### config.mk
export PLATFORM = sky130hd
export DESIGN_NAME = fpgs_fuzzify
export DESIGN_NICKNAME = d
export VERILOG_FILES = /design/src/fpgs_pkg.sv /design/src/fpgs_fuzzify.sv
export SDC_FILE = /design/constraint.sdc
export NUM_CORES = 1
export LEC_CHECK = 0
export ABC_CLOCK_PERIOD_IN_PS = 7500
export BUFFER_PORTS_ARGS = -buffer_cell sky130_fd_sc_hd__buf_2
export CELL_PAD_IN_SITES_DETAIL_PLACEMENT = 0
export CELL_PAD_IN_SITES_GLOBAL_PLACEMENT = 1
export CORE_ASPECT_RATIO = 0.6
export CORE_MARGIN = 3
export CORE_UTILIZATION = 30
export CTS_BUF_LIST = sky130_fd_sc_hd__clkbuf_4 sky130_fd_sc_hd__clkbuf_8
export DETAILED_ROUTE_END_ITERATION = 10
export PLACE_DENSITY_LB_ADDON = 0.1
export REMOVE_ABC_BUFFERS = 1
export SLEW_MARGIN = 15
export SYNTH_ARGS = -nofsm -noshare
export SYNTH_HDL_FRONTEND = slang
export SYNTH_SLANG_ARGS = --single-unit
### constraint.sdc
create_clock -name i_clk -period 7.5 [get_ports i_clk]
set_input_delay 0.375 -clock i_clk [delete_from_list [all_inputs] [get_ports i_clk]]
set_output_delay 0.375 -clock i_clk [all_outputs]
set_load 0.1 [all_outputs]
### src/fpgs_pkg.sv
// Shared types, constants and helper functions for the fuzzy PD gain scheduler.
// No dependencies; imported by the fuzzify, rules, divider and top-level modules.
`timescale 1ns / 1ps

package fpgs_pkg;

    localparam int DEF_FRAC_BITS      = 8;
    localparam int DEF_SET_HALF_WIDTH = 4;

    localparam int NUM_SETS  = 5;
    localparam int SET_IDX_W = 3;
    localparam int RULE_W    = 5;
    localparam int MAP_W     = 50;
    localparam int DATA_W    = 16;
    localparam int CFG_IDX_W = 3;
    localparam int QUOT_W    = 16;

    localparam int GAIN_MAX = (1 << (DATA_W - 1)) - 1;
    localparam int GAIN_MIN = -(1 << (DATA_W - 1));

    typedef enum logic [CFG_IDX_W-1:0] {
        REG_KP_MAP   = 3'd0,
        REG_KD_MAP   = 3'd1,
        REG_KP_ZERO  = 3'd2,
        REG_KP_SMALL = 3'd3,
        REG_KP_BIG   = 3'd4,
        REG_KD_ZERO  = 3'd5,
        REG_KD_SMALL = 3'd6,
        REG_KD_BIG   = 3'd7
    } t_cfg_reg;

    // Output set codes of the rule maps; the fourth code also means the zero set.
    typedef enum logic [1:0] {
        SET_ZERO     = 2'd0,
        SET_SMALL    = 2'd1,
        SET_BIG      = 2'd2,
        SET_ZERO_ALT = 2'd3
    } t_out_set;

    typedef struct packed {
        logic signed [DATA_W-1:0] ctr_zero;
        logic signed [DATA_W-1:0] ctr_small;
        logic signed [DATA_W-1:0] ctr_big;
    } t_centers;

    localparam logic [MAP_W-1:0]         KP_MAP_RST       = 50'd1763190659153;
    localparam logic [MAP_W-1:0]         KD_MAP_RST       = 50'd77040347877476;
    localparam logic signed [DATA_W-1:0] KP_CTR_ZERO_RST  = 16'sd0;
    localparam logic signed [DATA_W-1:0] KP_CTR_SMALL_RST = 16'sd2560;
    localparam logic signed [DATA_W-1:0] KP_CTR_BIG_RST   = 16'sd5120;
    localparam logic signed [DATA_W-1:0] KD_CTR_ZERO_RST  = 16'sd0;
    localparam logic signed [DATA_W-1:0] KD_CTR_SMALL_RST = 16'sd1024;
    localparam logic signed [DATA_W-1:0] KD_CTR_BIG_RST   = 16'sd2048;

    // Membership grade width: values 0 .. (half width << frac bits)
    function automatic int mem_width(input int frac_bits, input int half_width);
        mem_width = $clog2((half_width << frac_bits) + 1);
    endfunction

    // Total rule strength never exceeds twice the scaled set half width
    function automatic int den_width(input int frac_bits, input int half_width);
        den_width = $clog2(2 * (half_width << frac_bits) + 1);
    endfunction

    // Sum of four strength * center products, signed
    function automatic int num_width(input int frac_bits, input int half_width);
        num_width = mem_width(frac_bits, half_width) + 1 + DATA_W + 2;
    endfunction

    function automatic logic signed [DATA_W-1:0] pick_center(
        input logic [MAP_W-1:0]  map,
        input logic [RULE_W-1:0] rule,
        input t_centers          ctr
    );
        logic [1:0] code;
        code = map[2 * rule +: 2];
        case (t_out_set'(code))
            SET_ZERO:     pick_center = ctr.ctr_zero;
            SET_SMALL:    pick_center = ctr.ctr_small;
            SET_BIG:      pick_center = ctr.ctr_big;
            SET_ZERO_ALT: pick_center = ctr.ctr_zero;
            default:      pick_center = ctr.ctr_zero;
        endcase
    endfunction

endpackage

### src/fpgs_fuzzify.sv
// Two-stage fuzzifier: grades both inputs against the five triangular sets,
// then keeps the (at most two) adjacent sets that fire. Uses fpgs_pkg.
`timescale 1ns / 1ps

module fpgs_fuzzify #(
    parameter int FRAC_BITS      = fpgs_pkg::DEF_FRAC_BITS,
    parameter int SET_HALF_WIDTH = fpgs_pkg::DEF_SET_HALF_WIDTH
) (
    input  logic                                   i_clk,
    input  logic                                   i_rst_n,
    input  logic                                   i_valid,
    output logic                                   o_ready,
    input  logic signed [fpgs_pkg::DATA_W-1:0]     i_error_value,
    input  logic signed [fpgs_pkg::DATA_W-1:0]     i_error_rate,
    output logic                                   o_valid,
    input  logic                                   i_ready,
    output logic [1:0][fpgs_pkg::SET_IDX_W-1:0]    o_err_idx,
    output logic [1:0][fpgs_pkg::SET_IDX_W-1:0]    o_rate_idx,
    output logic [1:0][fpgs_pkg::mem_width(FRAC_BITS, SET_HALF_WIDTH)-1:0] o_err_grade,
    output logic [1:0][fpgs_pkg::mem_width(FRAC_BITS, SET_HALF_WIDTH)-1:0] o_rate_grade
);
    import fpgs_pkg::*;

    localparam int W     = SET_HALF_WIDTH << FRAC_BITS;
    localparam int MEM_W = mem_width(FRAC_BITS, SET_HALF_WIDTH);
    localparam int XW    = (MEM_W + 3 > DATA_W + 2) ? MEM_W + 3 : DATA_W + 2;

    typedef logic [NUM_SETS-1:0][MEM_W-1:0] t_grades;
    typedef struct packed {
        logic [1:0][SET_IDX_W-1:0] idx;
        logic [1:0][MEM_W-1:0]     grade;
    } t_pair;

    function automatic t_grades grade_all(input logic signed [DATA_W-1:0] x);
        logic signed [XW-1:0] delta;
        logic [XW-1:0]        mag;
        t_grades              g;
        for (int k = 0; k < NUM_SETS; k++) begin
            delta = XW'(x) - XW'((k - 2) * W);
            mag   = (delta < 0) ? XW'(-delta) : XW'(delta);
            g[k]  = (mag < XW'(W)) ? MEM_W'(XW'(W) - mag) : '0;
        end
        return g;
    endfunction

    // Lowest firing set and its right neighbor; no other set can fire.
    function automatic t_pair pick_pair(input t_grades g);
        t_grades nxt;
        t_pair   p;
        logic    found;
        nxt = '0;
        for (int k = 0; k < NUM_SETS - 1; k++) begin
            nxt[k] = g[k + 1];
        end
        p     = '0;
        found = 1'b0;
        for (int k = 0; k < NUM_SETS; k++) begin
            if (!found && g[k] != '0) begin
                found      = 1'b1;
                p.idx[0]   = SET_IDX_W'(k);
                p.idx[1]   = (k == NUM_SETS - 1) ? SET_IDX_W'(k) : SET_IDX_W'(k + 1);
                p.grade[0] = g[k];
                p.grade[1] = nxt[k];
            end
        end
        return p;
    endfunction

    logic    r_v1, r_v2;
    logic    en1, en2;
    t_grades r_err_g, r_rate_g;
    t_pair   r_err_p, r_rate_p;

    assign en2     = !r_v2 || i_ready;
    assign en1     = !r_v1 || en2;
    assign o_ready = en1;

    always_ff @(posedge i_clk) begin
        if (!i_rst_n) begin
            r_v1 <= 1'b0;
            r_v2 <= 1'b0;
        end else begin
            if (en1) r_v1 <= i_valid;
            if (en2) r_v2 <= r_v1;
        end
    end

    always_ff @(posedge i_clk) begin
        if (en1) begin
            r_err_g  <= grade_all(i_error_value);
            r_rate_g <= grade_all(i_error_rate);
        end
        if (en2) begin
            r_err_p  <= pick_pair(r_err_g);
            r_rate_p <= pick_pair(r_rate_g);
        end
    end

    assign o_valid      = r_v2;
    assign o_err_idx    = r_err_p.idx;
    assign o_err_grade  = r_err_p.grade;
    assign o_rate_idx   = r_rate_p.idx;
    assign o_rate_grade = r_rate_p.grade;

endmodule

==> results.sh <==
export IMPL_status="finished clean"
export IMPL_syn_to_final_growth_pct=8.569
export IMPL_cts_resized=0
export IMPL_ioPinCount=94
export IMPL_drt_first_pass_iters=5
export IMPL_num_rows=59
export IMPL_instances_no_fill=2195
export IMPL_path_class="input port to flop"
export IMPL_pwr_share_comb_pct=39.8
export IMPL_drtIter0Drc=1523
export IMPL_synth_seq_area_share_pct=37.04
export IMPL_htree_levels=4
export IMPL_critPathLaunchType="input port"
export IMPL_die_w_um=280.5
export IMPL_cts_max_path_buffers=2
export IMPL_design_area_um2=14730
export IMPL_vias=12480
export IMPL_tightest_slew_ns=1.096
export IMPL_worst_endpoint_arrival_ns=4.27
export IMPL_post_place_ws_ns=3.060
export IMPL_cap_viol_max_count=0
export IMPL_diodes=0
export IMPL_cp_max_fo=45
export IMPL_nets=1663
export IMPL_die_area_um2=47890
export IMPL_wirelength_um=50860
export IMPL_place_inst=2163
export IMPL_switchingPower_mw=1.390
export IMPL_ir_drop_mv=0.1315
export IMPL_fmaxAchievable_ghz=0.2457
export IMPL_switching_share_pct=45.77
export IMPL_cts_tree="yes"
export IMPL_synth_edf_count=166
export IMPL_period_share_pct=54.26
export IMPL_die_height_um=170.7
export IMPL_ff_latch_area_um2=5025
export IMPL_place_area_um2=14320
export IMPL_worst_slack_ns=3.431
export IMPL_wl_per_cell_um=23.17
export IMPL_antenna_found_initial=1
export IMPL_sequentialPowerShare_pct=38.4
export IMPL_power_density_nw_per_um2=206.2
export IMPL_grt_pass1_vias=11210
export IMPL_slew_violations=0
export IMPL_leakagePower_nw=5.458
export IMPL_initial_utilization_pct=30.83
export IMPL_avgSynthCellArea_um2=8.421
export IMPL_relSlewSlack_pct=26.88
export IMPL_finalSetupTns_ns=0
export IMPL_hold_violations=0
export IMPL_ys_ff_latch=168
export IMPL_end_kind="flop"
export IMPL_rsz0062_at_grt="no"
export IMPL_synth_ff_type="edfxtp_1"
export IMPL_portBuffers=93
export IMPL_fillers=4614
export IMPL_multi_input_area_um2=7893
export IMPL_gp_congestion=0.8955
export IMPL_drive_gt1_share_pct=11.20
export IMPL_netlist_area_um2=13570
export IMPL_cellInternalPower_mw=1.647
export IMPL_numCtsBuffers=17
export IMPL_fin_skew_ns=0.03713
export IMPL_ys_types=83
export IMPL_cts_hold_buf=0
export IMPL_ctsRootBufferMaster="clkbuf_8"
export IMPL_ys_warn_count=0
export IMPL_period_minus_slack_ns=4.069
export IMPL_drc_errors=0
export IMPL_cts_setup_buffers=0
export IMPL_final_antenna_net_count=0
export IMPL_grt_max_degree=58
export IMPL_core_area_um2=44000
export IMPL_netlist_instances=1611
export IMPL_place_hpwl_um=37520
export IMPL_insertion_delay_ns=0.48
export IMPL_grt_pass1_wl_um=76400
export IMPL_synthArstFlopShare_pct=0
export IMPL_via_per_inst=5.686
export IMPL_clock_sinks=168
export IMPL_grt_usage_pct=21.00
export IMPL_min_path_type="input port to flop"
export IMPL_required_ns=7.70
export IMPL_pwr_share_clk_pct=21.8
export IMPL_gr_total_overflow=0
export IMPL_finalSetupViolCount=0
export IMPL_clk_pin_slew_ns=0.09
==> worst paths after layout <==
check                     end  slack, ns  cells past startpoint             start
min reg2reg              r_v1       0.57                      2              r_v1
max              r_rate_g[54]       3.43                      8  i_error_rate[15]
min                   o_valid       0.13                      2           i_rst_n
max reg2reg  o_rate_grade[10]       4.18                      6      r_rate_g[13]
==> power groups by stage <==
stage,Combinational (mW),Clock (mW),Sequential [mW]
after global placement,1.21,0,1.19
final,1.21,0.661,1.17
after CTS,1.20,0.679,1.17
after floorplan,0.437,0,1.63
after detailed placement,1.20,0,1.19
after global routing,1.29,0.720,1.18
==> per-stage QoR <==
stage	hold slack, ns	util [%]	total power [mW]
global placement	0.5431	32.53	2.394
global route	0.1104	33.47	3.187
floorplan	0.4627	-	2.071
CTS	0.09529	33.46	3.049
detailed placement	0.5386	32.54	2.389
finish	0.1350	33.47	3.038
==> routing by layer <==
layer / GRT usage [%] / wire (um) / vias up / share of wire (%)
met3: 3.887 / 4408 / 20 / 8.7
met4: 2.744 / 327 / 0 / 0.64
met5: 0 / 0 / - / 0
met2: 24.29 / 17390 / 553 / 34
met1: 37.68 / 28730 / 6016 / 56
li1: - / - / 5891 / -
==> logic make-up (layout without fill, tap and decap cells) <==
family                   after synthesis  in the layout  synth area share (%)
AND/OR/NAND/NOR                      661            661                 23.69
AO/OA/AOI/OAI                        405            405                 19.61
flip-flops                           168            168                 37.04
XOR/XNOR                             166            166                 10.72
buffers and inverters                163            168                 4.925
adder cells (fa/ha/maj)               24             24                 2.214
multiplexers                          24             24                 1.808
==> sequential cells by signal, indices dropped and copies added (netlist names) <==
signal and count:
o_valid 1, o_rate_grade 22, o_err_grade 22, o_rate_idx 6, o_err_idx 6, r_err_g 55
r_v1 1, r_rate_g 55
==> layout by cell type, fill, tap and decap left out, types with 16 or more instances in the layout <==
cell / instances
and2_1: 16
inv_1: 20
nand4_1: 17
xor2_1: 35
a22oi_1: 54
a31oi_1: 30
clkbuf_8: 18
nor4_1: 31
nor3_1: 53
nor2_1: 251
mux2i_1: 20
nand3_1: 41
o21ai_0: 81
o22ai_1: 28
xnor2_1: 131
a21oi_1: 88
ha_1: 24
nand2_1: 133
buf_2: 93
edfxtp_1: 166
a211oi_1: 17
==> synth_stat cells, types with 5 or more instances <==
master / instances / area [um^2]
nor2_1: 251 / 942.2
edfxtp_1: 166 / 4985
nand2_1: 134 / 503.0
xnor2_1: 131 / 1147
a21oi_1: 88 / 440.4
clkbuf_1: 87 / 326.6
o21ai_0: 81 / 405.4
a22oi_1: 54 / 405.4
nor3_1: 53 / 265.3
nand3_1: 41 / 205.2
xor2_1: 35 / 306.5
buf_2: 33 / 165.2
nor4_1: 32 / 200.2
a31oi_1: 30 / 187.7
o22ai_1: 28 / 175.2
ha_1: 24 / 300.3
inv_1: 21 / 78.83
mux2i_1: 20 / 200.2
a211oi_1: 17 / 127.6
nand4_1: 17 / 106.4
and2_1: 16 / 100.1
or3_1: 15 / 93.84
and3_1: 14 / 87.58
a221o_1: 13 / 130.1
buf_1: 13 / 48.80
nand2b_1: 12 / 75.07
nor2b_1: 12 / 75.07
or2_2: 11 / 68.82
or4_1: 11 / 82.58
o211ai_1: 9 / 67.56
a221oi_1: 8 / 70.07
a21o_1: 7 / 52.55
nor3b_1: 7 / 52.55
o21a_1: 7 / 52.55
o21bai_1: 7 / 52.55
clkinv_1: 6 / 22.52
o31ai_1: 6 / 45.04
nand3b_1: 5 / 37.54
==> area by class of cell <==
class / instances / share of cell area (%)
Multi-Input combinational cell: 1280 / 53.59
Sequential cell: 168 / 34.12
Tap cell: 579 / 4.919
Timing Repair Buffer: 108 / 3.925
Clock buffer: 18 / 1.682
Clock inverter: 14 / 1.045
Inverter: 28 / 0.7221
==> worst max-delay path: stages <==
cell	delay, ns
buf_2	0.07
buf_4	0.43
clkinv_1	0.74
nand2_1	0.88
nand2_1	0.21
o21a_1	0.22
or4_1	0.80
nor3_1	0.50
Note: power is estimated with default switching activity, not from simulation.
