File: config.mk
export PLATFORM = sky130hd
export DESIGN_NAME = fpgs_divider
export DESIGN_NICKNAME = d
export VERILOG_FILES = /design/src/fpgs_pkg.sv /design/src/fpgs_divider.sv
export SDC_FILE = /design/constraint.sdc
export NUM_CORES = 2
export LEC_CHECK = 0
export BUFFER_PORTS_ARGS = -buffer_cell sky130_fd_sc_hd__buf_2
export CAP_MARGIN = 20
export CORE_MARGIN = 2
export CORE_UTILIZATION = 25
export CTS_CLUSTER_SIZE = 25
export DETAILED_ROUTE_END_ITERATION = 10
export SYNTH_ARGS = -nofsm -noshare
export SYNTH_HDL_FRONTEND = slang
export SYNTH_SLANG_ARGS = --single-unit
export TNS_END_PERCENT = 20
File: constraint.sdc
create_clock -name i_clk -period 6.92 [get_ports i_clk]
set_input_delay 0.692 -clock i_clk [delete_from_list [all_inputs] [get_ports i_clk]]
set_output_delay 0.692 -clock i_clk [all_outputs]
set_load 0.02 [all_outputs]
File: src/fpgs_pkg.sv
// Shared types, constants and helper functions for the fuzzy PD gain scheduler.
// No dependencies; imported by the fuzzify, rules, divider and top-level modules.
`timescale 1ns / 1ps

package fpgs_pkg;

    localparam int DEF_FRAC_BITS      = 8;
    localparam int DEF_SET_HALF_WIDTH = 4;

    localparam int NUM_SETS  = 5;
    localparam int SET_IDX_W = 3;
    localparam int RULE_W    = 5;
    localparam int MAP_W     = 50;
    localparam int DATA_W    = 16;
    localparam int CFG_IDX_W = 3;
    localparam int QUOT_W    = 16;

    localparam int GAIN_MAX = (1 << (DATA_W - 1)) - 1;
    localparam int GAIN_MIN = -(1 << (DATA_W - 1));

    typedef enum logic [CFG_IDX_W-1:0] {
        REG_KP_MAP   = 3'd0,
        REG_KD_MAP   = 3'd1,
        REG_KP_ZERO  = 3'd2,
        REG_KP_SMALL = 3'd3,
        REG_KP_BIG   = 3'd4,
        REG_KD_ZERO  = 3'd5,
        REG_KD_SMALL = 3'd6,
        REG_KD_BIG   = 3'd7
    } t_cfg_reg;

    // Output set codes of the rule maps; the fourth code also means the zero set.
    typedef enum logic [1:0] {
        SET_ZERO     = 2'd0,
        SET_SMALL    = 2'd1,
        SET_BIG      = 2'd2,
        SET_ZERO_ALT = 2'd3
    } t_out_set;

    typedef struct packed {
        logic signed [DATA_W-1:0] ctr_zero;
        logic signed [DATA_W-1:0] ctr_small;
        logic signed [DATA_W-1:0] ctr_big;
    } t_centers;

    localparam logic [MAP_W-1:0]         KP_MAP_RST       = 50'd1763190659153;
    localparam logic [MAP_W-1:0]         KD_MAP_RST       = 50'd77040347877476;
    localparam logic signed [DATA_W-1:0] KP_CTR_ZERO_RST  = 16'sd0;
    localparam logic signed [DATA_W-1:0] KP_CTR_SMALL_RST = 16'sd2560;
    localparam logic signed [DATA_W-1:0] KP_CTR_BIG_RST   = 16'sd5120;
    localparam logic signed [DATA_W-1:0] KD_CTR_ZERO_RST  = 16'sd0;
    localparam logic signed [DATA_W-1:0] KD_CTR_SMALL_RST = 16'sd1024;
    localparam logic signed [DATA_W-1:0] KD_CTR_BIG_RST   = 16'sd2048;

    // Membership grade width: values 0 .. (half width << frac bits)
    function automatic int mem_width(input int frac_bits, input int half_width);
        mem_width = $clog2((half_width << frac_bits) + 1);
    endfunction

    // Total rule strength never exceeds twice the scaled set half width
    function automatic int den_width(input int frac_bits, input int half_width);
        den_width = $clog2(2 * (half_width << frac_bits) + 1);
    endfunction

    // Sum of four strength * center products, signed
    function automatic int num_width(input int frac_bits, input int half_width);
        num_width = mem_width(frac_bits, half_width) + 1 + DATA_W + 2;
    endfunction

    function automatic logic signed [DATA_W-1:0] pick_center(
        input logic [MAP_W-1:0]  map,
        input logic [RULE_W-1:0] rule,
        input t_centers          ctr
    );
        logic [1:0] code;
        code = map[2 * rule +: 2];
        case (t_out_set'(code))
            SET_ZERO:     pick_center = ctr.ctr_zero;
            SET_SMALL:    pick_center = ctr.ctr_small;
            SET_BIG:      pick_center = ctr.ctr_big;
            SET_ZERO_ALT: pick_center = ctr.ctr_zero;
            default:      pick_center = ctr.ctr_zero;
        endcase
    endfunction

endpackage

File: src/fpgs_divider.sv
// Pipelined rounding divider for both gains: operand prep, one quotient bit
// per stage (restoring), then sign, zero-strength override and clamp. Uses fpgs_pkg.
`timescale 1ns / 1ps

module fpgs_divider #(
    parameter int FRAC_BITS      = fpgs_pkg::DEF_FRAC_BITS,
    parameter int SET_HALF_WIDTH = fpgs_pkg::DEF_SET_HALF_WIDTH
) (
    input  logic                                i_clk,
    input  logic                                i_rst_n,
    input  logic                                i_valid,
    output logic                                o_ready,
    input  logic [fpgs_pkg::den_width(FRAC_BITS, SET_HALF_WIDTH)-1:0] i_sum_s,
    input  logic signed [fpgs_pkg::num_width(FRAC_BITS, SET_HALF_WIDTH)-1:0] i_sum_kp,
    input  logic signed [fpgs_pkg::num_width(FRAC_BITS, SET_HALF_WIDTH)-1:0] i_sum_kd,
    output logic                                o_valid,
    input  logic                                i_ready,
    output logic signed [fpgs_pkg::DATA_W-1:0]  o_kp_gain,
    output logic signed [fpgs_pkg::DATA_W-1:0]  o_kd_gain,
    output logic                                o_no_rule_fired
);
    import fpgs_pkg::*;

    localparam int SW   = den_width(FRAC_BITS, SET_HALF_WIDTH);
    localparam int SPW  = num_width(FRAC_BITS, SET_HALF_WIDTH);
    localparam int NW   = SPW + 1;
    localparam int DW   = SW + 1;
    localparam int LAST = QUOT_W + 1;
    localparam int VW   = QUOT_W + 2;

    logic r_v [0:LAST];
    logic en  [0:LAST];

    logic [NW-1:0]     r_rem_kp [0:QUOT_W];
    logic [NW-1:0]     r_rem_kd [0:QUOT_W];
    logic [QUOT_W-1:0] r_q_kp   [0:QUOT_W];
    logic [QUOT_W-1:0] r_q_kd   [0:QUOT_W];
    logic [DW-1:0]     r_div    [0:QUOT_W];
    logic              r_neg_kp [0:QUOT_W];
    logic              r_neg_kd [0:QUOT_W];
    logic              r_none   [0:QUOT_W];

    logic signed [DATA_W-1:0] r_kp_gain, r_kd_gain;
    logic                     r_no_rule;

    logic [SPW-1:0] mag_kp, mag_kd;

    // round(num / den) = floor((2|num| + den) / (2 den)), sign applied after
    function automatic logic signed [DATA_W-1:0] finish(
        input logic [QUOT_W-1:0] q,
        input logic              neg,
        input logic              none
    );
        logic signed [VW-1:0] v;
        v = $signed({2'b00, q});
        if (neg) v = -v;
        if (none) begin
            finish = '0;
        end else if (v > VW'(GAIN_MAX)) begin
            finish = DATA_W'(GAIN_MAX);
        end else if (v < VW'(GAIN_MIN)) begin
            finish = DATA_W'(GAIN_MIN);
        end else begin
            finish = DATA_W'(v);
        end
    endfunction

    assign en[LAST] = !r_v[LAST] || i_ready;
    assign o_ready  = en[0];

    generate
        for (genvar s = 0; s < LAST; s++) begin : g_en
            assign en[s] = !r_v[s] || en[s + 1];
        end
    endgenerate

    always_ff @(posedge i_clk) begin
        if (!i_rst_n) begin
            for (int s = 0; s <= LAST; s++) r_v[s] <= 1'b0;
        end else begin
            if (en[0]) r_v[0] <= i_valid;
            for (int s = 1; s <= LAST; s++) begin
                if (en[s]) r_v[s] <= r_v[s - 1];
            end
        end
    end

    assign mag_kp = i_sum_kp[SPW-1] ? SPW'(-i_sum_kp) : SPW'(i_sum_kp);
    assign mag_kd = i_sum_kd[SPW-1] ? SPW'(-i_sum_kd) : SPW'(i_sum_kd);

    always_ff @(posedge i_clk) begin
        if (en[0]) begin
            r_rem_kp[0] <= {mag_kp, 1'b0} + NW'(i_sum_s);
            r_rem_kd[0] <= {mag_kd, 1'b0} + NW'(i_sum_s);
            r_q_kp[0]   <= '0;
            r_q_kd[0]   <= '0;
            r_div[0]    <= {i_sum_s, 1'b0};
            r_neg_kp[0] <= i_sum_kp[SPW-1];
            r_neg_kd[0] <= i_sum_kd[SPW-1];
            r_none[0]   <= (i_sum_s == '0);
        end
    end

    generate
        for (genvar s = 1; s <= QUOT_W; s++) begin : g_bit
            localparam int K = QUOT_W - s;
            logic fits_kp, fits_kd;

            assign fits_kp = (r_rem_kp[s-1] >> K) >= NW'(r_div[s-1]);
            assign fits_kd = (r_rem_kd[s-1] >> K) >= NW'(r_div[s-1]);

            always_ff @(posedge i_clk) begin
                if (en[s]) begin
                    r_rem_kp[s] <= fits_kp ? r_rem_kp[s-1] - (NW'(r_div[s-1]) << K)
                                           : r_rem_kp[s-1];
                    r_rem_kd[s] <= fits_kd ? r_rem_kd[s-1] - (NW'(r_div[s-1]) << K)
                                           : r_rem_kd[s-1];
                    r_q_kp[s]   <= {r_q_kp[s-1][QUOT_W-2:0], fits_kp};
                    r_q_kd[s]   <= {r_q_kd[s-1][QUOT_W-2:0], fits_kd};
                    r_div[s]    <= r_div[s-1];
                    r_neg_kp[s] <= r_neg_kp[s-1];
                    r_neg_kd[s] <= r_neg_kd[s-1];
                    r_none[s]   <= r_none[s-1];
                end
            end
        end
    endgenerate

    always_ff @(posedge i_clk) begin
        if (en[LAST]) begin
            r_kp_gain <= finish(r_q_kp[QUOT_W], r_neg_kp[QUOT_W], r_none[QUOT_W]);
            r_kd_gain <= finish(r_q_kd[QUOT_W], r_neg_kd[QUOT_W], r_none[QUOT_W]);
            r_no_rule <= r_none[QUOT_W];
        end
    end

    assign o_valid         = r_v[LAST];
    assign o_kp_gain       = r_kp_gain;
    assign o_kd_gain       = r_kd_gain;
    assign o_no_rule_fired = r_no_rule;

endmodule

==> key figures <==
Run status
  • Outcome: completed

Worst setup path
  • Reg2Reg Launch Point: r_div[0][155]
  • FF-to-FF setup slack: around 2.7 ns
  • Slowest-stage cell, CP: nor3_1
  • Worst path max stage delay: around 0.70 ns
  • CP Cell Sequence: nor2b_1 > and2_1 > inv_1 > nor2_1 > and2_1 > clkinvlp_4 > nor3_1 > and3_1 > and2_1 > nand2_4 > buf_4 > buf_2
  • Crit path from: r_v[0][17]
  • Startpoint types: flop
  • Max FO, Critical Path: between 70 and 80
  • Worst setup path class: flop to output port
  • Cells on worst reg2reg path: 10
  • Crit path arrival time: around 4.5 ns
  • Critical Path Sink Type: output port
  • Reg2reg end: r_rem_kd[0][383]
  • Crit-path most repeated cell: and2_1
  • Critical path required time: approximately 6.2 ns

Final layout
  • Fill cells: between 30000 and 40000
  • Most common cell after layout, fill and taps aside: edfxtp_1
  • Layout cells sized above 1: 0.0811
  • Most frequent cells in the layout: edfxtp_1, nand2_1, ha_1
  • Area growth from synthesis to layout: 13.9%
  • # nets final: 6930

Drt
  • DRT antenna net count: 0
  • Via-to-Cell Ratio: 4.43
  • Drt pass-1 iters: 5
  • Initial detailed-routing violation count: about 3200
  • Drc violations: 0
  • Via count: roughly 47000
  • Routed WL: ~170000 µm
  • Routed wire per std cell: between 15 and 20 µm

Power
  • Peak supply drop: about 0.00020 V
  • Clock power frac: 0.234
  • Psw: roughly 12 mW
  • Combinational power share: 0.315
  • Power Density: ~400 nW/µm²
  • Internal Power: around 24 mW
  • Seq pwr share: 0.452
  • Switch share: 0.328
  • Leak Pwr: ~32 nW

Timing
  • Max-Slew Margin vs Limit: 0.242
  • Max-slew violations: 0
  • Fin Clk Skew: ~0.065 ns
  • Crit share post-route: 0.748
  • Setup TNS: 0 ns
  • Unrepaired setup endpoints after global routing: no
  • F_max: about 190 MHz
  • Final setup fails: 0
  • Worst-margin pin slew: roughly 1.1 ns
  • Worst hold slack: approximately 0.15 ns
  • Tmin final: just over 5 ns
  • Final Hold Fails: 0

CTS
  • Postcts setup bufs: 0
  • Cts repair resizes: 0
  • CTS sink count: between 1500 and 2000
  • H-tree depth: 4
  • Clk buf depth: 4
  • Total CTS buffers: between 150 and 200
  • CTS tree: done
  • Worst-path clk slew: ~0.06 ns
  • Hold_buf cts: 0
  • Skew-Pair Late Insertion Delay: 0.82 ns
  • Root Driver: clkbuf_16

Synthesis
  • Prevailing post-synth register cell: edfxtp_1
  • Synth Net Count: between 6000 and 7000
  • Yosys reg bits: roughly 1500
  • Ys Warns: 0
  • EDFF count, synth: approximately 1500
  • Syn Std Cell Area: roughly 77000 µm²
  • Distinct cells, synth: 82
  • Syn Inst Count: a little over 6000
  • Sequential share of the synthesized area: 0.597
  • Avg Cell Area, Syn: between 10 and 15 µm²
  • Ys async rst share: 0

Floorplan
  • Die Span X: roughly 560 µm
  • Core area: 306000 µm²
  • Initial core utilization: 0.251
  • Io pins: between 100 and 150
  • Height of the chip: 558 µm
  • Row count: roughly 200
  • DIE AREA: 311000 µm²

Worst hold path
  • Hold_sp: i_sum_s[0]
  • Hold Crit Class: input pin to flop
  • WHS Path Cells: 1
  • Hold EP: r_rem_kd[0][0]

Global route
  • Largest net degree at the start of global routing: 90
  • Antenna violations before repair: 6
  • First-pass GRT wire length: 264000 µm
  • Vias in the first global route: between 40000 and 50000
  • Overflow left after global routing: 0
  • Gr usage total: 0.106

Place
  • Routability cong.: between 0.9 and 1
  • PortBufs: 110
  • Detail Placement HPWL: approximately 130000 µm

Run
  • MaxCap Viol Count: 0
-- cell type report --
cell class / instances / area [µm²] / area share
antenna: 3 / 7.51 / 0.0000859
clock buffer: 183 / 4150 / 0.0475
clock inverter: 90 / 830 / 0.00949
inverter: 382 / 1450 / 0.0166
multi-input combinational: 4197 / 29100 / 0.333
sequential: 1526 / 45800 / 0.524
tap: 4100 / 5130 / 0.0587
timing repair buffer: 146 / 861 / 0.00985
-- kinds of logic (layout without fill, tap and decap cells) --
group,count (synthesis),after routing,synth area share
multiplexers,80,80,0.0115
AO/OA/AOI/OAI,1208,1208,0.0966
buffers and inverters,488,801,0.0240
other,0,3,0
AND/OR/NAND/NOR,1825,1825,0.122
adder cells (fa/ha/maj),440,440,0.0749
XOR/XNOR,644,644,0.0735
flip-flops,1526,1526,0.597
-- sequential cells by signal, summed over array words and instances, names as in the netlist --
| signal | count |
|---|---|
| o_kd_gain | 16 |
| r_neg_kd | 17 |
| r_neg_kp | 17 |
| r_none | 17 |
| r_rem_kd | 496 |
| r_q_kd | 136 |
| r_rem_kp | 480 |
| o_no_rule_fired | 1 |
| r_div | 176 |
| r_q_kp | 136 |
| o_kp_gain | 16 |
| r_v | 18 |
-- synthesized netlist by cell type (all sizes together) (16+ instances only) --
| cell type | instances | area, µm² |
|---|---|---|
| o21bai | 21 | 158 |
| a21oi | 339 | 1700 |
| inv | 382 | 1430 |
| o31ai | 66 | 495 |
| mux2 | 64 | 721 |
| or3 | 100 | 631 |
| a31oi | 24 | 150 |
| nand2b | 116 | 726 |
| o21a | 53 | 398 |
| o21ai | 388 | 1940 |
| nor4 | 112 | 716 |
| fa | 32 | 641 |
| a21boi | 36 | 270 |
| nand4b | 22 | 193 |
| or4 | 41 | 312 |
| nand3b | 27 | 203 |
| o211ai | 18 | 135 |
| and3 | 48 | 300 |
| ha | 408 | 5100 |
| a211oi | 24 | 193 |
| mux2i | 16 | 160 |
| xnor2 | 352 | 3080 |
| or2 | 38 | 238 |
| nor3b | 18 | 135 |
| a21o | 106 | 796 |
| nand2 | 440 | 1650 |
| nand4 | 61 | 382 |
| edfxtp | 1526 | 45800 |
| nor3 | 153 | 766 |
| clkbuf | 97 | 364 |
| xor2 | 292 | 2560 |
| o41ai | 24 | 210 |
| nor2 | 379 | 1420 |
| nor2b | 104 | 651 |
| nand3 | 98 | 490 |
| and2 | 21 | 131 |
-- per-stage QoR --
step / instances / instance area, µm² / setup slack, ns / total power [mW] / util
detailed placement: 10300 / 82400 / 2.03 / 27.4 / 0.270
global placement: 10300 / 82400 / 1.99 / 27.0 / 0.270
CTS: 10600 / 87300 / 1.63 / 35.8 / 0.286
finish: 10600 / 87400 / 1.74 / 35.6 / 0.286
global route: 10600 / 87400 / 1.41 / 38.0 / 0.286
floorplan: 6211 / 76700 / 0.212 / 24.1 / -
-- worst max-delay path by stage --
stage,endpoint,cells after the start
floorplan,r_v[0][5],9
global placement,o_ready,13
detailed placement,o_ready,13
CTS,o_ready,12
global route,o_ready,12
finish,o_ready,12
-- metal layers --
layer / vias up / part of all wire / global-route usage
met1: 22200 / 0.43 / 0.129
met4: 0 / 0.038 / 0.0404
met5: - / 0 / 0
li1: 23500 / - / -
met3: 331 / 0.036 / 0.0147
met2: 994 / 0.49 / 0.189
-- worst max-delay path, delay by kind of cell, from the launching register on --
kind	cells	cell delay (ns)
DFF	1	0.33
and+or+nand+nor	8	2.45
buffers and inverters	4	0.89
-- power groups by stage --
stage	combinational, mW	sequential, mW	clock, mW
after global placement	10.8	16.2	0
final	11.2	16.1	8.31
after floorplan	8.75	15.4	0
after CTS	11.2	16.1	8.57
after global routing	12.6	16.4	8.93
after detailed placement	11.1	16.2	0
(Power assumes the default switching activity.)
