File: config.mk
export PLATFORM = sky130hd
export DESIGN_NAME = fpgs_rules
export DESIGN_NICKNAME = d
export VERILOG_FILES = /design/src/fpgs_pkg.sv /design/src/fpgs_rules.sv
export SDC_FILE = /design/constraint.sdc
export NUM_CORES = 2
export LEC_CHECK = 0
export BUFFER_PORTS_ARGS = -buffer_cell sky130_fd_sc_hd__buf_2
export CORE_ASPECT_RATIO = 2
export CORE_UTILIZATION = 45
export DETAILED_ROUTE_END_ITERATION = 10
export HOLD_SLACK_MARGIN = 0.12
export MAX_ROUTING_LAYER = met4
export PLACE_DENSITY = 0.68
export SLEW_MARGIN = 0
export SYNTH_ARGS = -nofsm -noshare
export SYNTH_HDL_FRONTEND = slang
export SYNTH_SLANG_ARGS = --single-unit
File: constraint.sdc
create_clock -name i_clk -period 16.9 [get_ports i_clk]
set_clock_uncertainty 0.15 [all_clocks]
set_input_delay 1.69 -clock i_clk [delete_from_list [all_inputs] [get_ports i_clk]]
set_output_delay 1.69 -clock i_clk [all_outputs]
set_load 0.01 [all_outputs]
File: src/fpgs_pkg.sv
// Shared types, constants and helper functions for the fuzzy PD gain scheduler.
// No dependencies; imported by the fuzzify, rules, divider and top-level modules.
`timescale 1ns / 1ps

package fpgs_pkg;

    localparam int DEF_FRAC_BITS      = 8;
    localparam int DEF_SET_HALF_WIDTH = 4;

    localparam int NUM_SETS  = 5;
    localparam int SET_IDX_W = 3;
    localparam int RULE_W    = 5;
    localparam int MAP_W     = 50;
    localparam int DATA_W    = 16;
    localparam int CFG_IDX_W = 3;
    localparam int QUOT_W    = 16;

    localparam int GAIN_MAX = (1 << (DATA_W - 1)) - 1;
    localparam int GAIN_MIN = -(1 << (DATA_W - 1));

    typedef enum logic [CFG_IDX_W-1:0] {
        REG_KP_MAP   = 3'd0,
        REG_KD_MAP   = 3'd1,
        REG_KP_ZERO  = 3'd2,
        REG_KP_SMALL = 3'd3,
        REG_KP_BIG   = 3'd4,
        REG_KD_ZERO  = 3'd5,
        REG_KD_SMALL = 3'd6,
        REG_KD_BIG   = 3'd7
    } t_cfg_reg;

    // Output set codes of the rule maps; the fourth code also means the zero set.
    typedef enum logic [1:0] {
        SET_ZERO     = 2'd0,
        SET_SMALL    = 2'd1,
        SET_BIG      = 2'd2,
        SET_ZERO_ALT = 2'd3
    } t_out_set;

    typedef struct packed {
        logic signed [DATA_W-1:0] ctr_zero;
        logic signed [DATA_W-1:0] ctr_small;
        logic signed [DATA_W-1:0] ctr_big;
    } t_centers;

    localparam logic [MAP_W-1:0]         KP_MAP_RST       = 50'd1763190659153;
    localparam logic [MAP_W-1:0]         KD_MAP_RST       = 50'd77040347877476;
    localparam logic signed [DATA_W-1:0] KP_CTR_ZERO_RST  = 16'sd0;
    localparam logic signed [DATA_W-1:0] KP_CTR_SMALL_RST = 16'sd2560;
    localparam logic signed [DATA_W-1:0] KP_CTR_BIG_RST   = 16'sd5120;
    localparam logic signed [DATA_W-1:0] KD_CTR_ZERO_RST  = 16'sd0;
    localparam logic signed [DATA_W-1:0] KD_CTR_SMALL_RST = 16'sd1024;
    localparam logic signed [DATA_W-1:0] KD_CTR_BIG_RST   = 16'sd2048;

    // Membership grade width: values 0 .. (half width << frac bits)
    function automatic int mem_width(input int frac_bits, input int half_width);
        mem_width = $clog2((half_width << frac_bits) + 1);
    endfunction

    // Total rule strength never exceeds twice the scaled set half width
    function automatic int den_width(input int frac_bits, input int half_width);
        den_width = $clog2(2 * (half_width << frac_bits) + 1);
    endfunction

    // Sum of four strength * center products, signed
    function automatic int num_width(input int frac_bits, input int half_width);
        num_width = mem_width(frac_bits, half_width) + 1 + DATA_W + 2;
    endfunction

    function automatic logic signed [DATA_W-1:0] pick_center(
        input logic [MAP_W-1:0]  map,
        input logic [RULE_W-1:0] rule,
        input t_centers          ctr
    );
        logic [1:0] code;
        code = map[2 * rule +: 2];
        case (t_out_set'(code))
            SET_ZERO:     pick_center = ctr.ctr_zero;
            SET_SMALL:    pick_center = ctr.ctr_small;
            SET_BIG:      pick_center = ctr.ctr_big;
            SET_ZERO_ALT: pick_center = ctr.ctr_zero;
            default:      pick_center = ctr.ctr_zero;
        endcase
    endfunction

endpackage

File: src/fpgs_rules.sv
// Three-stage rule evaluation: strengths and centers of the four candidate
// rules, strength * center products, then the weighted sums. Uses fpgs_pkg.
`timescale 1ns / 1ps

module fpgs_rules #(
    parameter int FRAC_BITS      = fpgs_pkg::DEF_FRAC_BITS,
    parameter int SET_HALF_WIDTH = fpgs_pkg::DEF_SET_HALF_WIDTH
) (
    input  logic                                i_clk,
    input  logic                                i_rst_n,
    input  logic                                i_valid,
    output logic                                o_ready,
    input  logic [1:0][fpgs_pkg::SET_IDX_W-1:0] i_err_idx,
    input  logic [1:0][fpgs_pkg::SET_IDX_W-1:0] i_rate_idx,
    input  logic [1:0][fpgs_pkg::mem_width(FRAC_BITS, SET_HALF_WIDTH)-1:0] i_err_grade,
    input  logic [1:0][fpgs_pkg::mem_width(FRAC_BITS, SET_HALF_WIDTH)-1:0] i_rate_grade,
    input  logic [fpgs_pkg::MAP_W-1:0]          i_kp_map,
    input  logic [fpgs_pkg::MAP_W-1:0]          i_kd_map,
    input  fpgs_pkg::t_centers                  i_kp_ctr,
    input  fpgs_pkg::t_centers                  i_kd_ctr,
    output logic                                o_valid,
    input  logic                                i_ready,
    output logic [fpgs_pkg::den_width(FRAC_BITS, SET_HALF_WIDTH)-1:0] o_sum_s,
    output logic signed [fpgs_pkg::num_width(FRAC_BITS, SET_HALF_WIDTH)-1:0] o_sum_kp,
    output logic signed [fpgs_pkg::num_width(FRAC_BITS, SET_HALF_WIDTH)-1:0] o_sum_kd
);
    import fpgs_pkg::*;

    localparam int MEM_W = mem_width(FRAC_BITS, SET_HALF_WIDTH);
    localparam int SW    = den_width(FRAC_BITS, SET_HALF_WIDTH);
    localparam int SPW   = num_width(FRAC_BITS, SET_HALF_WIDTH);
    localparam int PW    = MEM_W + 1 + DATA_W;
    localparam int NQ    = 4;

    logic r_va, r_vb, r_vc;
    logic en_a, en_b, en_c;

    logic [MEM_W-1:0]         n_str [NQ];
    logic signed [DATA_W-1:0] n_kp_c [NQ];
    logic signed [DATA_W-1:0] n_kd_c [NQ];
    logic [MEM_W-1:0]         r_str [NQ];
    logic signed [DATA_W-1:0] r_kp_c [NQ];
    logic signed [DATA_W-1:0] r_kd_c [NQ];
    logic signed [PW-1:0]     r_prod_kp [NQ];
    logic signed [PW-1:0]     r_prod_kd [NQ];
    logic [SW-1:0]            r_sum_s_b, r_sum_s;
    logic signed [SPW-1:0]    r_sum_kp, r_sum_kd;

    assign en_c    = !r_vc || i_ready;
    assign en_b    = !r_vb || en_c;
    assign en_a    = !r_va || en_b;
    assign o_ready = en_a;

    // Candidate rule q pairs error set q[1] with rate set q[0]
    always_comb begin
        logic [RULE_W-1:0] rule;
        logic [MEM_W-1:0]  ge, gr;
        for (int q = 0; q < NQ; q++) begin
            ge        = i_err_grade[q >> 1];
            gr        = i_rate_grade[q & 1];
            n_str[q]  = (ge < gr) ? ge : gr;
            rule      = RULE_W'(i_err_idx[q >> 1]) * RULE_W'(NUM_SETS)
                      + RULE_W'(i_rate_idx[q & 1]);
            n_kp_c[q] = pick_center(i_kp_map, rule, i_kp_ctr);
            n_kd_c[q] = pick_center(i_kd_map, rule, i_kd_ctr);
        end
    end

    always_ff @(posedge i_clk) begin
        if (!i_rst_n) begin
            r_va <= 1'b0;
            r_vb <= 1'b0;
            r_vc <= 1'b0;
        end else begin
            if (en_a) r_va <= i_valid;
            if (en_b) r_vb <= r_va;
            if (en_c) r_vc <= r_vb;
        end
    end

    always_ff @(posedge i_clk) begin
        if (en_a) begin
            for (int q = 0; q < NQ; q++) begin
                r_str[q]  <= n_str[q];
                r_kp_c[q] <= n_kp_c[q];
                r_kd_c[q] <= n_kd_c[q];
            end
        end
        if (en_b) begin
            for (int q = 0; q < NQ; q++) begin
                r_prod_kp[q] <= $signed({1'b0, r_str[q]}) * r_kp_c[q];
                r_prod_kd[q] <= $signed({1'b0, r_str[q]}) * r_kd_c[q];
            end
            r_sum_s_b <= SW'(r_str[0]) + SW'(r_str[1]) + SW'(r_str[2]) + SW'(r_str[3]);
        end
        if (en_c) begin
            r_sum_kp <= SPW'(r_prod_kp[0]) + SPW'(r_prod_kp[1])
                      + SPW'(r_prod_kp[2]) + SPW'(r_prod_kp[3]);
            r_sum_kd <= SPW'(r_prod_kd[0]) + SPW'(r_prod_kd[1])
                      + SPW'(r_prod_kd[2]) + SPW'(r_prod_kd[3]);
            r_sum_s  <= r_sum_s_b;
        end
    end

    assign o_valid  = r_vc;
    assign o_sum_s  = r_sum_s;
    assign o_sum_kp = r_sum_kp;
    assign o_sum_kd = r_sum_kd;

endmodule

==> out/metrics.csv <==
stage,metric,value,unit
sta,final-report setup violation count,0,
min_path,worst hold-check path type,flip-flop to flip-flop,
synthesis,Post-synth EDFFs,480,
synthesis,fraction of registers with async set/reset,0,%
sta,RSZ-0062 raised after global routing,no,
sta,number of max-slew violations in the final report,0,
route,detailed-route wire length per cell,23.2,um
final_layout,number of nets in the layout,10600,
sta,Fmax achieved,139,MHz
flow_run,count of maximum capacitance violations,0,
worst_setup_path,critical path's largest stage delay,970,ps
route,DRC violations left,0,
clock_tree,Longest Clk Path Bufs,3,
outcome,result of the run,finished clean,
die,io pins,330,
grt,GRT Util Overall,29.2,%
grt,first-pass GRT wire length,378,mm
worst_setup_path,type of origin of the critical path,flip-flop,
final_layout,post-synthesis to final-layout area growth,7.25,%
die,Die H,599,um
die,# rows,218,
worst_setup_path,"Worst Path Class, Setup",flip-flop to flip-flop,
placement,HPWL Detailed,206,mm
route,"antenna viol nets, final",0,
synthesis,Post-Syn Area,0.0801,mm2
grt,number of antenna violations at the first check in global routing,71,
clock_tree,Resize count post-CTS,0,
clock_tree,clock-pin slew reported for the worst setup and hold paths after clock tree synthesis,70,ps
route,Starting DRT DRC Count,3912,
sta,shortest clock period the worst path allows after layout,7170,ps
grt,largest net degree at the start of global routing,77,
route,overall via count from detail_route,59000,
worst_setup_path,"critical path, cell by cell",buf_4 -> nand2_1 -> fa_1 -> fa_1 -> fa_1 -> inv_1 -> fa_1 -> inv_1 -> fa_1 -> inv_1 -> ha_1 -> or4_1 -> a31oi_1 -> o221ai_1 -> a211oi_1 -> o31ai_1 -> a21oi_1 -> xnor2_1,
synthesis,count of state elements after synthesis,483,
synthesis,Yosys Warn Count,0,
synthesis,count of different cell masters after synthesis,83,
route,final routed wirelength across all metal layers,248,mm
die,area of the core,0.176,mm2
grt,number of global-route vias before repair,65000,
worst_setup_path,"Arr. time, crit path",7420,ps
route,Pre-antenna DRT Iters,7,
final_layout,share of final-layout standard cells stronger than drive strength 1,8.40,%
placement,global placement routability congestion,1.05,
clock_tree,number of H-tree levels,2,
worst_setup_path,cell with the biggest individual delay on the critical path,sky130_fd_sc_hd__edfxtp_1,
sta,final setup TNS,0,ps
clock_tree,clk_lat worst skew,670,ps
synthesis,most repeated cell in the gate-level netlist after synthesis,sky130_fd_sc_hd__inv_1,
clock_tree,clock root cell,sky130_fd_sc_hd__clkbuf_16,
synthesis,Main synth FF type,sky130_fd_sc_hd__edfxtp_1,
die,width of the chip,300,um
clock_tree,post-CTS repair timing setup buffer count,0,
sta,Final Hold Fails,0,
synthesis,Post-Syn Area per Cell,9.82,um2
clock_tree,CTS buffer count,51,
die,area enclosed by the die boundary,0.180,mm2
synthesis,top-area cell type share of the netlist area,35.7,%
synthesis,net count after synthesis,10500,
clock_tree,TritonCTS clock tree,yes,
route,DR vias/cell,5.53,
worst_setup_path,endpoint type of the worst setup path,flip-flop,
worst_setup_path,CP max FO,17,
clock_tree,hold buffer count at CTS,0,
clock_tree,number of clock sinks seen by CTS,483,
sta,transition at the pin with the smallest max-transition slack,1320,ps
worst_setup_path,buffers plus inverters on the worst setup path,4,
synthesis,synth cell count leaders,"1899 x sky130_fd_sc_hd__inv_1, 1428 x sky130_fd_sc_hd__fa_1, 1223 x sky130_fd_sc_hd__nand2_1",
sta,period utilisation layout,42.4,%
synthesis,leading area contributor after synthesis,sky130_fd_sc_hd__fa_1,
synthesis,post-synthesis instance total,8161,
worst_setup_path,required time of the critical path,17150,ps
grt,grt ovf,0,
synthesis,Area contributors post-synth,"sky130_fd_sc_hd__fa_1 36%, sky130_fd_sc_hd__edfxtp_1 18%, sky130_fd_sc_hd__ha_1 9.9%",
synthesis,fraction of the yosys area taken by sequential cells,18.1,%
die,effective utilization at floorplan,45.4,%
sta,Worst slew margin,10.9,%
placement,number of input and output port buffers inserted,329,
worst_setup_path,cell family with the largest share of critical-path delay,adder cells,
worst_setup_path,most prevalent standard cell on the critical path,sky130_fd_sc_hd__fa_1,
==> worst register-to-register path: stages (launching register included) <==
cell and delay, ps:
sky130_fd_sc_hd__edfxtp_1 970, sky130_fd_sc_hd__buf_4 470, sky130_fd_sc_hd__nand2_1 140, sky130_fd_sc_hd__fa_1 580, sky130_fd_sc_hd__fa_1 460, sky130_fd_sc_hd__fa_1 580
sky130_fd_sc_hd__inv_1 60, sky130_fd_sc_hd__fa_1 470, sky130_fd_sc_hd__inv_1 50, sky130_fd_sc_hd__fa_1 470, sky130_fd_sc_hd__inv_1 40, sky130_fd_sc_hd__ha_1 200
sky130_fd_sc_hd__or4_1 560, sky130_fd_sc_hd__a31oi_1 430, sky130_fd_sc_hd__o221ai_1 300, sky130_fd_sc_hd__a211oi_1 510, sky130_fd_sc_hd__o31ai_1 170, sky130_fd_sc_hd__a21oi_1 200
sky130_fd_sc_hd__xnor2_1 110
==> cells by family after synthesis <==
logic type / count (synthesis) / share of synthesized area [%]
buffers and inverters: 2248 / 10.5
adder cells (fa/ha/maj): 2065 / 45.6
AND/OR/NAND/NOR: 2023 / 11.5
AO/OA/AOI/OAI: 879 / 7.06
flip-flops: 483 / 18.1
XOR/XNOR: 270 / 2.95
multiplexers: 193 / 4.25
==> state kept, by name (all words and copies together) (netlist names) <==
register	flops
r_va	1
r_str	44
r_sum_s_b	12
o_sum_kd	30
r_prod_kd	112
r_prod_kp	112
o_sum_kp	30
o_sum_s	12
r_kd_c	64
o_valid	1
r_kp_c	64
r_vb	1
==> through the flow <==
step	cells	cell area (um2)	setup WS, ps	utilization [%]	hold WS [ps]
2_1_floorplan	8161	80100	9030	-	250
3_3_place_gp	10500	83900	9960	47.6	255
3_5_place_dp	10500	83900	9820	47.6	255
4_1_cts	10600	85800	9830	48.6	260
5_1_grt	10700	85900	9520	48.7	273
6_report	10700	85900	9730	48.7	265
==> path summary, 6_finish.rpt <==
path | to | slack (ps) | cells past startpoint | from
setup / recovery | r_prod_kd[1][27] | 9730 | 18 | r_str[1][3]
hold / removal | o_sum_s[9] | 270 | 0 | r_sum_s_b[9]
setup reg to reg | r_prod_kd[1][27] | 9730 | 18 | r_str[1][3]
hold reg to reg | o_sum_s[9] | 270 | 0 | r_sum_s_b[9]
==> routing by layer <==
metal  share of wire, %  track usage (%)  wire length (um)
met5                  0                -                 0
met2                 50             49.2            123000
met3                7.7             6.31             19200
met1                 33             29.0             80900
met4                9.7             23.2             24100
==> placed cells by master, fill, tap and decap left out, types with 16 or more instances in the layout <==
cell	n
sky130_fd_sc_hd__o21a_1	40
sky130_fd_sc_hd__a22oi_1	128
sky130_fd_sc_hd__diode_2	68
sky130_fd_sc_hd__edfxtp_1	480
sky130_fd_sc_hd__nand3_1	43
sky130_fd_sc_hd__nor2_1	130
sky130_fd_sc_hd__o21bai_1	26
sky130_fd_sc_hd__mux2_2	60
sky130_fd_sc_hd__buf_2	329
sky130_fd_sc_hd__or3_1	16
sky130_fd_sc_hd__o21ai_0	256
sky130_fd_sc_hd__mux4_2	112
sky130_fd_sc_hd__nor2b_1	26
sky130_fd_sc_hd__a21oi_1	181
sky130_fd_sc_hd__clkbuf_16	52
sky130_fd_sc_hd__inv_1	1898
sky130_fd_sc_hd__a31oi_1	16
sky130_fd_sc_hd__a211oi_1	21
sky130_fd_sc_hd__xor2_1	55
sky130_fd_sc_hd__and2_1	429
sky130_fd_sc_hd__ha_1	637
sky130_fd_sc_hd__nor3_1	41
sky130_fd_sc_hd__mux2i_1	21
sky130_fd_sc_hd__nand2b_1	31
sky130_fd_sc_hd__a21o_1	88
sky130_fd_sc_hd__nand2_1	1222
sky130_fd_sc_hd__xnor2_1	215
sky130_fd_sc_hd__and3_1	29
sky130_fd_sc_hd__fa_1	1428
sky130_fd_sc_hd__buf_4	72
==> area by class of cell <==
type	count	area (um2)
timing repair buffer	401	2190
tap	2310	2890
fill	16100	90500
antenna	68	170
inverter	1899	7130
multi-input combinational	5430	57200
sequential	483	14500
clock buffer	55	1310
clock inverter	41	528
Power is not shown: default switching activity piles up to over one toggle a cycle in this logic, so the estimate is an artifact.
